## config.mk

```make
export PLATFORM = sky130hd
export DESIGN_NAME = url_wildcard_rule_matcher_core
export DESIGN_NICKNAME = d
export VERILOG_FILES = /design/src/sv/urlm_pkg.sv /design/src/sv/urlm_cell.sv /design/src/sv/urlm_rule.sv /design/src/sv/url_wildcard_rule_matcher_core.sv
export SDC_FILE = /design/constraint.sdc
export NUM_CORES = 2
export LEC_CHECK = 0
export BUFFER_PORTS_ARGS = -buffer_cell sky130_fd_sc_hd__buf_2
export CAP_MARGIN = 0
export CORE_ASPECT_RATIO = 1.75
export CORE_MARGIN = 5
export CORE_UTILIZATION = 40
export DETAILED_ROUTE_END_ITERATION = 16
export PLACE_DENSITY = 0.5
export SYNTH_ARGS = -nofsm -noshare
export SYNTH_HDL_FRONTEND = slang
export SYNTH_SLANG_ARGS = --single-unit
```

## constraint.sdc

```tcl
create_clock -name clk -period 16.19 [get_ports clk]
set_input_delay 4.0475 -clock clk [delete_from_list [all_inputs] [get_ports clk]]
set_output_delay 4.0475 -clock clk [all_outputs]
set_load 0.01 [all_outputs]
```

## src/sv/urlm_pkg.sv

```systemverilog
// urlm_pkg: constants, codes and link types shared by the url rule matcher
// no dependencies; imported by urlm_cell, urlm_rule and url_wildcard_rule_matcher_core
package urlm_pkg;

	localparam int MAX_RULES       = 8;
	localparam int MAX_PATTERN_LEN = 32;

	localparam int CHAR_W = 8;
	localparam int KIND_W = 2;
	localparam int RULE_W = $clog2(MAX_RULES);
	localparam int CNT_W  = $clog2(MAX_RULES + 1);
	localparam int POS_W  = $clog2(MAX_PATTERN_LEN);
	localparam int LEN_W  = $clog2(MAX_PATTERN_LEN + 1);

	localparam logic [CHAR_W-1:0] WILDCARD_CHAR = 8'h2A;

	// item kinds
	localparam logic [KIND_W-1:0] KIND_WR_CHAR = 2'd0;
	localparam logic [KIND_W-1:0] KIND_SET_LEN = 2'd1;
	localparam logic [KIND_W-1:0] KIND_URL     = 2'd2;

	// per-byte control broadcast to every cell of a rule
	typedef struct packed {
		logic              advance;
		logic              start;
		logic [CHAR_W-1:0] url_char;
		logic [CHAR_W-1:0] wdata;
	} cell_ctrl_t;

	// signals handed from one position cell to the next
	typedef struct packed {
		logic ac;   // wildcard closure of the current activity
		logic fwd;  // literal match moving one position on
		logic nc;   // wildcard closure of the next activity
	} cell_link_t;

endpackage

```

## src/sv/urlm_cell.sv

```systemverilog
// urlm_cell: one pattern position, holds the pattern byte and its activity bit
// depends on urlm_pkg
module urlm_cell (
	input  logic               clk,
	input  logic               arst_n,
	input  urlm_pkg::cell_ctrl_t ctrl,
	input  logic               we,
	input  logic               inl,
	input  logic               seed,
	input  urlm_pkg::cell_link_t link_in,
	output urlm_pkg::cell_link_t link_out,
	output logic               nc,
	output logic               star_in_len
);
	import urlm_pkg::*;

	logic [CHAR_W-1:0] char_q;
	logic              act_q;
	logic              is_star;
	logic              star_en;
	logic              act_cur;
	logic              ac;
	logic              n_cur;

	// pattern byte, undefined until written
	always_ff @(posedge clk) begin
		if (we) begin
			char_q <= ctrl.wdata;
		end
	end

	always_ff @(posedge clk or negedge arst_n) begin
		if (!arst_n) begin
			act_q <= 1'b0;
		end else if (ctrl.advance) begin
			act_q <= nc;
		end
	end

	always_comb begin
		is_star     = (char_q == WILDCARD_CHAR);
		star_en     = is_star & inl;
		act_cur     = (act_q & ~ctrl.start) | seed;
		ac          = act_cur | link_in.ac;
		n_cur       = (ac & star_en) | link_in.fwd;
		nc          = n_cur | link_in.nc;
		star_in_len = star_en;
		link_out.ac  = ac & star_en;
		link_out.fwd = ac & inl & ~is_star & (char_q == ctrl.url_char);
		link_out.nc  = nc & star_en;
	end

endmodule

```

## src/sv/urlm_rule.sv

```systemverilog
// urlm_rule: one rule as a chain of position cells plus its length and found flag
// depends on urlm_pkg and urlm_cell
module urlm_rule (
	input  logic                       clk,
	input  logic                       arst_n,
	input  urlm_pkg::cell_ctrl_t       ctrl,
	input  logic                       char_we,
	input  logic [urlm_pkg::POS_W-1:0] wr_pos,
	input  logic                       len_we,
	input  logic [urlm_pkg::LEN_W-1:0] len_value,
	output logic                       match
);
	import urlm_pkg::*;

	logic [LEN_W-1:0]         len_q;
	logic                     found_q;
	cell_link_t               link [MAX_PATTERN_LEN+1];
	logic [MAX_PATTERN_LEN:0] nc_vec;
	logic [MAX_PATTERN_LEN-1:0] star_vec;
	logic                     has_star;
	logic                     subst;
	logic                     end_hit;
	logic                     found_next;

	assign has_star = |star_vec;
	assign subst    = ~has_star;
	// plain rules restart a match at position zero on every byte
	assign link[0]  = '{ac: 1'b0, fwd: subst, nc: 1'b0};

	for (genvar i = 0; i < MAX_PATTERN_LEN; i++) begin : g_cell
		logic seed;
		if (i == 0) begin : g_head
			assign seed = ctrl.start | subst;
		end else begin : g_body
			assign seed = 1'b0;
		end
		urlm_cell u_cell (
			.clk         (clk),
			.arst_n      (arst_n),
			.ctrl        (ctrl),
			.we          (char_we && (wr_pos == POS_W'(i))),
			.inl         (len_q > LEN_W'(i)),
			.seed        (seed),
			.link_in     (link[i]),
			.link_out    (link[i+1]),
			.nc          (nc_vec[i]),
			.star_in_len (star_vec[i])
		);
	end

	assign nc_vec[MAX_PATTERN_LEN] = link[MAX_PATTERN_LEN].fwd | link[MAX_PATTERN_LEN].nc;

	always_comb begin
		end_hit    = nc_vec[len_q];
		found_next = (found_q & ~ctrl.start) | (subst & end_hit);
		match      = has_star ? end_hit : found_next;
	end

	always_ff @(posedge clk or negedge arst_n) begin
		if (!arst_n) begin
			len_q   <= '0;
			found_q <= 1'b0;
		end else begin
			if (len_we) begin
				len_q <= len_value;
			end
			if (ctrl.advance) begin
				found_q <= found_next;
			end
		end
	end

endmodule

```

## src/sv/url_wildcard_rule_matcher_core.sv

```systemverilog
// url_wildcard_rule_matcher_core: top level, rule table of cell chains and result buffer
// depends on urlm_pkg and urlm_rule (which uses urlm_cell)
//
// channel   signals                        direction  transaction
// item      item_valid / item_stall        in         one load command or url byte
// result    result_valid / result_stall    out        block flag after a last url byte
// cfg       cfg_valid / cfg_ready          in         active rule count write
//
// cycles: one item per cycle while item_stall is low; every pattern position of every
//   rule updates in the same cycle; the longest path is a rule's 32-cell wildcard ripple
// a result is registered in the output register, or in the skid entry while that is occupied
// reset clears lengths, activity, found flags and the count; pattern bytes are not reset
// stalls: a two-entry result buffer lets items flow while a result waits; item_stall
//   rises only once both entries hold results
module url_wildcard_rule_matcher_core (
	input  logic                        clk,
	input  logic                        arst_n,
	// item channel
	input  logic                        item_valid,
	output logic                        item_stall,
	input  logic [urlm_pkg::KIND_W-1:0] kind,
	input  logic [urlm_pkg::RULE_W-1:0] rule_index,
	input  logic [urlm_pkg::POS_W-1:0]  position,
	input  logic [urlm_pkg::CHAR_W-1:0] pattern_char,
	input  logic [urlm_pkg::LEN_W-1:0]  rule_length,
	input  logic [urlm_pkg::CHAR_W-1:0] url_byte,
	input  logic                        last,
	// result channel
	output logic                        result_valid,
	input  logic                        result_stall,
	output logic                        block,
	// configuration channel
	input  logic                        cfg_valid,
	output logic                        cfg_ready,
	input  logic [urlm_pkg::CNT_W-1:0]  cfg_data
);
	import urlm_pkg::*;

	logic                 accept;
	logic                 advance;
	logic                 new_result;
	logic                 hit;
	logic [LEN_W-1:0]     len_sat;
	logic [CNT_W-1:0]     count_q;
	logic [CNT_W-1:0]     count_eff;
	logic                 at_url_start_q;
	cell_ctrl_t           ctrl;
	logic [MAX_RULES-1:0] match_vec;
	logic [MAX_RULES-1:0] enable_vec;

	// result buffer: main output register plus one skid entry
	logic result_valid_q;
	logic block_q;
	logic skid_valid_q;
	logic skid_block_q;
	logic out_take;

	assign cfg_ready    = 1'b1;
	assign item_stall   = skid_valid_q;
	assign result_valid = result_valid_q;
	assign block        = block_q;

	assign accept     = item_valid & ~item_stall;
	assign advance    = accept & (kind == KIND_URL);
	assign new_result = advance & last;
	assign out_take   = result_valid_q & ~result_stall;

	// lengths above the cell count saturate
	assign len_sat = (rule_length > LEN_W'(MAX_PATTERN_LEN)) ? LEN_W'(MAX_PATTERN_LEN)
	                                                        : rule_length;
	assign count_eff = (count_q > CNT_W'(MAX_RULES)) ? CNT_W'(MAX_RULES) : count_q;

	// broadcast to every cell of every rule
	always_comb begin
		ctrl.advance  = advance;
		ctrl.start    = at_url_start_q;
		ctrl.url_char = url_byte;
		ctrl.wdata    = pattern_char;
	end

	for (genvar r = 0; r < MAX_RULES; r++) begin : g_rule
		urlm_rule u_rule (
			.clk       (clk),
			.arst_n    (arst_n),
			.ctrl      (ctrl),
			.char_we   (accept && (kind == KIND_WR_CHAR) && (rule_index == RULE_W'(r))),
			.wr_pos    (position),
			.len_we    (accept && (kind == KIND_SET_LEN) && (rule_index == RULE_W'(r))),
			.len_value (len_sat),
			.match     (match_vec[r])
		);
		// every rule advances, only those below the count vote
		assign enable_vec[r] = (count_eff > CNT_W'(r));
	end

	assign hit = |(match_vec & enable_vec);

	// active rule count register
	always_ff @(posedge clk or negedge arst_n) begin
		if (!arst_n) begin
			count_q <= '0;
		end else if (cfg_valid && cfg_ready) begin
			count_q <= cfg_data;
		end
	end

	// start-of-url flag, set again after each last byte
	always_ff @(posedge clk or negedge arst_n) begin
		if (!arst_n) begin
			at_url_start_q <= 1'b1;
		end else if (advance) begin
			at_url_start_q <= last;
		end
	end

	// result buffer control
	always_ff @(posedge clk or negedge arst_n) begin
		if (!arst_n) begin
			result_valid_q <= 1'b0;
			skid_valid_q   <= 1'b0;
		end else if (skid_valid_q) begin
			// input is stalled here, so only drain
			if (out_take) begin
				skid_valid_q <= 1'b0;
			end
		end else if (new_result) begin
			if (result_valid_q && !out_take) begin
				skid_valid_q <= 1'b1;
			end else begin
				result_valid_q <= 1'b1;
			end
		end else if (out_take) begin
			result_valid_q <= 1'b0;
		end
	end

	// result payload, no reset needed
	always_ff @(posedge clk) begin
		if (skid_valid_q) begin
			if (out_take) begin
				block_q <= skid_block_q;
			end
		end else if (new_result) begin
			if (result_valid_q && !out_take) begin
				skid_block_q <= hit;
			end else begin
				block_q <= hit;
			end
		end
	end

	// a waiting skid entry always has a result in front of it
	assert property (@(posedge clk) disable iff (!arst_n)
		skid_valid_q |-> result_valid_q)
		else $error("skid entry held without a main result");

	// after a taken last url byte the output register always holds a result next cycle
	assert property (@(posedge clk) disable iff (!arst_n)
		(item_valid && !item_stall && (kind == KIND_URL) && last) |=> result_valid_q)
		else $error("last url byte produced no result");

	// the next url starts fresh after a last byte
	assert property (@(posedge clk) disable iff (!arst_n)
		(item_valid && !item_stall && (kind == KIND_URL) && last) |=> at_url_start_q)
		else $error("start flag not set after last byte");

	// the skid fills only behind a stalled result
	assert property (@(posedge clk) disable iff (!arst_n)
		$rose(skid_valid_q) |-> $past(result_valid_q && result_stall))
		else $error("skid filled while output was free");

endmodule
```

# After elaboration in Yosys (flattened, before gate mapping)
# Cells that the tools add are included.
dict set report op_classes {
  n_lt_le_gt_ge 274
  n_eq_ne 555
  muxes 37
  n_bitwise 2864
  n_reduce_logical 293
}
# cell count
set ops {}
lappend ops {{equality test 8 x 6 -> 1 bit (second input constant)} 256}
lappend ops {{equality test 8 bit} 256}
lappend ops {{AND 1 bit} 1812}
lappend ops {{OR 1 bit} 784}
lappend ops {{greater-than comparator 6 x 5 -> 1 bit (second input constant)} 128}
lappend ops {{greater-than comparator 6 x 4 -> 1 bit (second input constant)} 64}
lappend ops {{logical AND 1 bit} 275}
lappend ops {{NOT 1 bit} 267}
lappend ops {{OR reduction 32 bit} 8}
lappend ops {{greater-than comparator 6 x 3 -> 1 bit (second input constant)} 32}
lappend ops {{greater-than comparator 6 x 1 -> 1 bit (second input constant)} 16}
lappend ops {{greater-than comparator 6 x 2 -> 1 bit (second input constant)} 16}
lappend ops {{equality test 5 bit (second input constant)} 16}
lappend ops {{less-than comparator 6 x 7 -> 1 bit (second input constant)} 8}
lappend ops {{binary-select mux 1 bit (select 6 bit)} 8}
lappend ops {{equality test 5 x 4 -> 1 bit (second input constant)} 8}
lappend ops {{2-to-1 mux 1 bit} 27}
lappend ops {{equality test 5 x 3 -> 1 bit (second input constant)} 4}
lappend ops {{greater-than comparator 4 x 3 -> 1 bit (second input constant)} 4}
lappend ops {{equality test 3 bit (second input constant)} 4}
lappend ops {{equality test 5 x 2 -> 1 bit (second input constant)} 2}
lappend ops {{AND reduction 3 bit} 3}
lappend ops {{AND 8 bit} 1}
lappend ops {{greater-than comparator 4 x 1 -> 1 bit (second input constant)} 2}
lappend ops {{other kinds (18)} 22}
dict set report word_totals {
  regBits 2369
  out_inout_bits 4
  wordCells 4557
}

# Depth between registers and ports, before layout
dict set report logic_depth {
  word_depth 83
  mapped_depth 26
}

# Cells and area by module
# From an unflattened synthesis, not the netlist that was laid out.
dict set report unflattened {
  hier_cells 10807
  hier_area_um2 135700.1
}
# mod n_inst cells_per_inst area_per_inst_um2 seq_area_each_um2
set modules_own_cells {}
lappend modules_own_cells {urlm_cell 256 36 489.2 265.3}
lappend modules_own_cells {{urlm_rule (g_rule[1].u_rule ...)} 6 189 1219.9 175.2}
lappend modules_own_cells {{urlm_rule (g_rule[0].u_rule)} 1 193 1273.7 175.2}
lappend modules_own_cells {{urlm_rule (g_rule[7].u_rule)} 1 191 1238.7 175.2}
lappend modules_own_cells {url_wildcard_rule_matcher_core 1 73 628.1 236.5}

# Worst setup path after synthesis
# OpenSTA, ideal clock, no wires.
dict set report synth_timing {
  kind {input to register}
  from {input url_byte[7] (netlist name)}
  to {register block_q, in the netlist block (data pin)}
  arrival_ns 8.674
  required_time_ns 16.036
  slack_ns 7.362
  path_stages 22
  path_cell_list {buf_2 buf_2 buf_4 buf_4 buf_4 buf_4 buf_2 buf_4 buf_2 xnor2_1 nand4_1 nor4_1 a21oi_1 o211a_1 a2111oi_0 o21ai_1 o2111ai_1 nand2_1 a2111oi_0 a41o_1 o21ai_1 a41oi_2}
}
dict set report synth_via {
  elab_chain_len 76
  elab_cells_between_ends 1309
}
# item line
set synth_rtl {}
lappend synth_rtl {{start, declared} url_wildcard_rule_matcher_core.sv:26} ;# input logic [urlm_pkg::CHAR_W-1:0] url_byte,
lappend synth_rtl {{equality test 8 bit} urlm_cell.sv:49} ;# link_out.fwd = ac & inl & ~is_star & (char_q == ctrl.url_char);
lappend synth_rtl {{AND 1 bit} urlm_cell.sv:49}
lappend synth_rtl {{OR 1 bit} urlm_cell.sv:45} ;# n_cur = (ac & star_en) | link_in.fwd;
lappend synth_rtl {{OR 1 bit} urlm_cell.sv:46} ;# nc = n_cur | link_in.nc;
lappend synth_rtl {{AND 1 bit} urlm_cell.sv:50} ;# link_out.nc = nc & star_en;
lappend synth_rtl {{OR 1 bit} urlm_cell.sv:46}
lappend synth_rtl {{AND 1 bit} urlm_cell.sv:50}
lappend synth_rtl {{OR 1 bit} urlm_cell.sv:46}
lappend synth_rtl {{[... 60 more ...]} -}
lappend synth_rtl {{AND 1 bit} urlm_rule.sv:55} ;# found_next = (found_q & ~ctrl.start) | (subst & end_hit);
lappend synth_rtl {{OR 1 bit} urlm_rule.sv:55}
lappend synth_rtl {{2-to-1 mux 1 bit} urlm_rule.sv:56} ;# match = has_star ? end_hit : found_next;
lappend synth_rtl {{AND 8 bit (*)} url_wildcard_rule_matcher_core.sv:96} ;# assign hit = |(match_vec & enable_vec);
lappend synth_rtl {{OR reduction 8 bit (*)} url_wildcard_rule_matcher_core.sv:96}
lappend synth_rtl {{2-to-1 mux 1 bit (*)} url_wildcard_rule_matcher_core.sv:144} ;# if (result_valid_q && !out_take) begin
lappend synth_rtl {{2-to-1 mux 1 bit (*)} url_wildcard_rule_matcher_core.sv:143} ;# end else if (new_result) begin
lappend synth_rtl {{2-to-1 mux 1 bit (*)} url_wildcard_rule_matcher_core.sv:139} ;# if (skid_valid_q) begin
lappend synth_rtl {{end signal, assigned} url_wildcard_rule_matcher_core.sv:141} ;# block_q <= skid_block_q;
lappend synth_rtl {{end signal, assigned} url_wildcard_rule_matcher_core.sv:147} ;# block_q <= hit;
lappend synth_rtl {{end, declared} url_wildcard_rule_matcher_core.sv:53} ;# logic block_q;
# Every way passes the cells marked *; elsewhere a longest branch is shown, timed or not. The select of a mux whose other input is x is not followed.
# A chain may end at the register's enable or synchronous reset.

# Worst setup path in the final report
dict set report layout_timing {
  from {input url_byte[6] (netlist name)}
  to {register block_q, in the netlist block (data pin)}
}
# Same word-level chain as after synthesis.

==> flow_summary.toml <==
[status]
outcome = "complete, no violations"

[timing]
rsz0062_at_grt = "no"
tightest_slew_ns = 1.290
hold_viol_final = 0
finalWorstSetupSlack_ns = 5.738
period_share_pct = 64.56
relSlewSlack_pct = 11.78
maxSlewViolCount = 0
fin_setup_tns_ns = 0
setup_violations = 0
timing.hold.ws_ns = 0.4793
fmax_mhz = 95.67
fin_worst_skew_ns = 0.06861
fin_crit_ns = 10.45

[power]
p_sw_share_pct = 27.94
clock_power_share_pct = 39.3
internal_power_mw = 10.33
p_sw_mw = 4.007
seqPwrFrac_pct = 47.1
leakage_nw = 46.66
power.density_nw_per_um2 = 99.22
ir_drop_mv = 0.1006
combPwrFrac_pct = 13.6

[route]
drtAntennaViolNets = 0
wirelength_um = 525800
via_per_inst = 6.289
wire_per_inst_um = 31.97
drc_errors = 0
num_vias = 103400
dr.pass1.iters = 6
drt_iter0_markers = 8749

[global_route]
grt_overflow_total = 0
antenna_found_initial = 47
grt_pass1_wl_um = 744600
grt_pass1_vias = 106800
grt_use_total_pct = 29.68
grt_max_degree = 169

[yosys]
yosysMostFrequentCell = "edfxtp_1"
ys_ff_latch = 2369
synthArstFlopShare_pct = 13.47
synth_flop_cell = "edfxtp_1"
synth_area_um2 = 131500
synth_top_area_cell = "edfxtp_1"
synth_fp_nets = 11990
ys_seq_area_share_pct = 52.88
synth_edf_count = 2050
netlist_instances = 11940
ys.warnings.count = 0
synth_common_cells = "edfxtp_1, xor2_1, nand2_1, nor2_1, xnor2_1"
syn-mean-instance-area_um2 = 11.01
synth_top_area_share_pct = 46.81
ys_types = 111
yosys-top-cells-area = "edfxtp_1, xor2_1, dfrtp_1"

[clock_tree]
ctsHoldBuffers = 0
h-tree-depth = 4
cts_buffer_depth = 4
cts_tree = "done"
clock_sinks = 2369
cts.clk_slew.worst_paths_ns = 0.07
post-cts-setup-buffers = 0
root_buffer = "clkbuf_16"
cts_buffers = 229
clock_insertion_delay_worst_skew_ns = 0.96
cts_resized = 0

[place]
portBuffers = 44
dp_hpwl_um = 348000
dp.cells = 16010
place_congestion = 0.9630
place_ws_ns = 5.028

[floorplan]
initial_core_util_pct = 40.13
die_area_um2 = 340800
core_region_area_um2 = 327700
row_count = 278
die_h_um = 768.5
io_pins = 46
die_w_um = 443.4

[setup_path]
crit_end = "block"
crit_start = "url_byte[6]"
r2r-end = "block"
cp-start-kind = "input port"
r2r_start = "g_rule[3].u_rule.len_q[3]"
critical_path_class = "input port to flip-flop"
arrival_ns = 11.25
crit_path_max_fanout = 41
rrSetupSlack_ns = 8.12
crit_required_ns = 16.99
critPathCaptureType = "flip-flop"
reg2regPathDepth = 18

[flow_run]
drv_cap = 0

[min_path]
hp-class = "flip-flop to flip-flop"

[layout]
drive_above_1_share_pct = 7.362
fin_cells = 16450
area_growth_pct = 9.898
nets = 11940
fin_util_pct = 44.11
-- placed cells by master, fill, tap and decap left out, types with 69 or more instances in the layout --
cell type and count:
a211oi_1 88, a21o_1 75, a21oi_1 491, a31oi_1 131, and2_1 69, and3_1 70
buf_4 245, clkbuf_16 232, dfrtp_1 318, edfxtp_1 2050, inv_1 133, nand2_1 1012
nand3_1 280, nand4_1 301, nor2_1 992, nor2b_1 114, nor3_1 204, nor4_1 346
nor4b_1 256, nor4bb_1 253, o2111ai_1 69, o211ai_1 173, o21a_1 81, o21ai_0 517
or2_2 79, xnor2_1 893, xor2_1 1152
-- metal layers --
metal | GRT usage (%) | part of all wire, % | vias to the layer above
li1 | - | - | 45060
met1 | 31.77 | 35 | 52410
met2 | 54.30 | 51 | 4354
met3 | 3.985 | 5.4 | 1568
met4 | 19.74 | 7.8 | 24
met5 | 0 | 0.031 | -
-- cell type report --
| type | count | area, µm² |
|---|---|---|
| antenna | 16 | 40.04 |
| timing repair buffer | 306 | 2570 |
| tap | 4340 | 5430 |
| clock buffer | 285 | 6165 |
| inverter | 137 | 521.8 |
| sequential | 2369 | 69550 |
| fill | 30740 | 183100 |
| clock inverter | 136 | 1500 |
| multi-input combinational | 8856 | 58750 |
-- critical path, cell delays in order --
cell       delay, ns
buf_8           0.45
buf_4           0.68
buf_4           0.53
xor2_1          0.12
nor4_1          0.31
nand4_1         0.12
or4_1           0.42
a32oi_1         0.60
o21ai_0         0.21
and2_1          0.24
o211a_1         0.25
a211o_1         0.26
nand2_1         0.07
a311oi_1        0.09
nor4b_1         0.91
nand4_1         0.79
o311ai_0        0.47
a2111oi_0       0.19
a41oi_2         0.24
-- cell families (layout without fill, tap and decap cells) --
| logic type | Yosys count | after routing | share of synthesized area [%] |
|---|---|---|---|
| and+or+nand+nor | 4280 | 4280 | 17.56 |
| other | 1 | 17 | 0.002852 |
| xor gates and xnor gates | 2045 | 2045 | 13.62 |
| DFF | 2369 | 2369 | 52.88 |
| AOI/OAI and AO/OA | 2500 | 2500 | 13.17 |
| muxes | 30 | 30 | 0.2521 |
| buffers and inverters | 719 | 864 | 2.517 |
-- how the worst min path moves through the flow --
| stage | to | slack (ns) | from | cells past startpoint |
|---|---|---|---|---|
| after CTS | g_rule[0].u_rule.g_cell[8].u_cell.act_q | 0.48 | g_rule[0].u_rule.g_cell[8].u_cell.act_q | 2 |
| after global placement | g_rule[0].u_rule.g_cell[8].u_cell.act_q | 0.45 | g_rule[0].u_rule.g_cell[8].u_cell.act_q | 2 |
| final | g_rule[0].u_rule.g_cell[8].u_cell.act_q | 0.48 | g_rule[0].u_rule.g_cell[8].u_cell.act_q | 2 |
| after global routing | g_rule[0].u_rule.g_cell[30].u_cell.act_q | 0.49 | g_rule[0].u_rule.g_cell[30].u_cell.act_q | 2 |
| after floorplan | g_rule[0].u_rule.g_cell[8].u_cell.act_q | 0.43 | g_rule[0].u_rule.g_cell[8].u_cell.act_q | 2 |
| after detailed placement | g_rule[0].u_rule.g_cell[8].u_cell.act_q | 0.46 | g_rule[0].u_rule.g_cell[8].u_cell.act_q | 2 |
-- power groups by stage --
| stage | registers [mW] | clock network, mW | logic (mW) |
|---|---|---|---|
| after floorplan | 6.86 | 0 | 1.08 |
| after global placement | 6.88 | 0 | 1.91 |
| after detailed placement | 6.89 | 0 | 1.92 |
| after CTS | 6.75 | 5.74 | 1.93 |
| after global routing | 6.76 | 5.96 | 2.03 |
| final | 6.76 | 5.63 | 1.95 |
-- registers in the layout (all words and copies together), names as in the netlist --
| register | cells |
|---|---|
| at_url_start_q | 1 |
| block | 1 |
| count_q | 4 |
| g_rule.u_rule.found_q | 8 |
| g_rule.u_rule.g_cell.u_cell.act_q | 256 |
| g_rule.u_rule.g_cell.u_cell.char_q | 2048 |
| g_rule.u_rule.len_q | 48 |
| item_stall | 1 |
| result_valid | 1 |
| skid_block_q | 1 |
-- through the flow --
step | cell area, µm² | power (mW)
after global placement | 136800 | 8.797
final | 144500 | 14.34
after detailed placement | 136800 | 8.807
after floorplan | 131500 | 7.939
after global routing | 144500 | 14.75
after CTS | 144500 | 14.42
No activity file was read; power rests on OpenSTA's default activity.
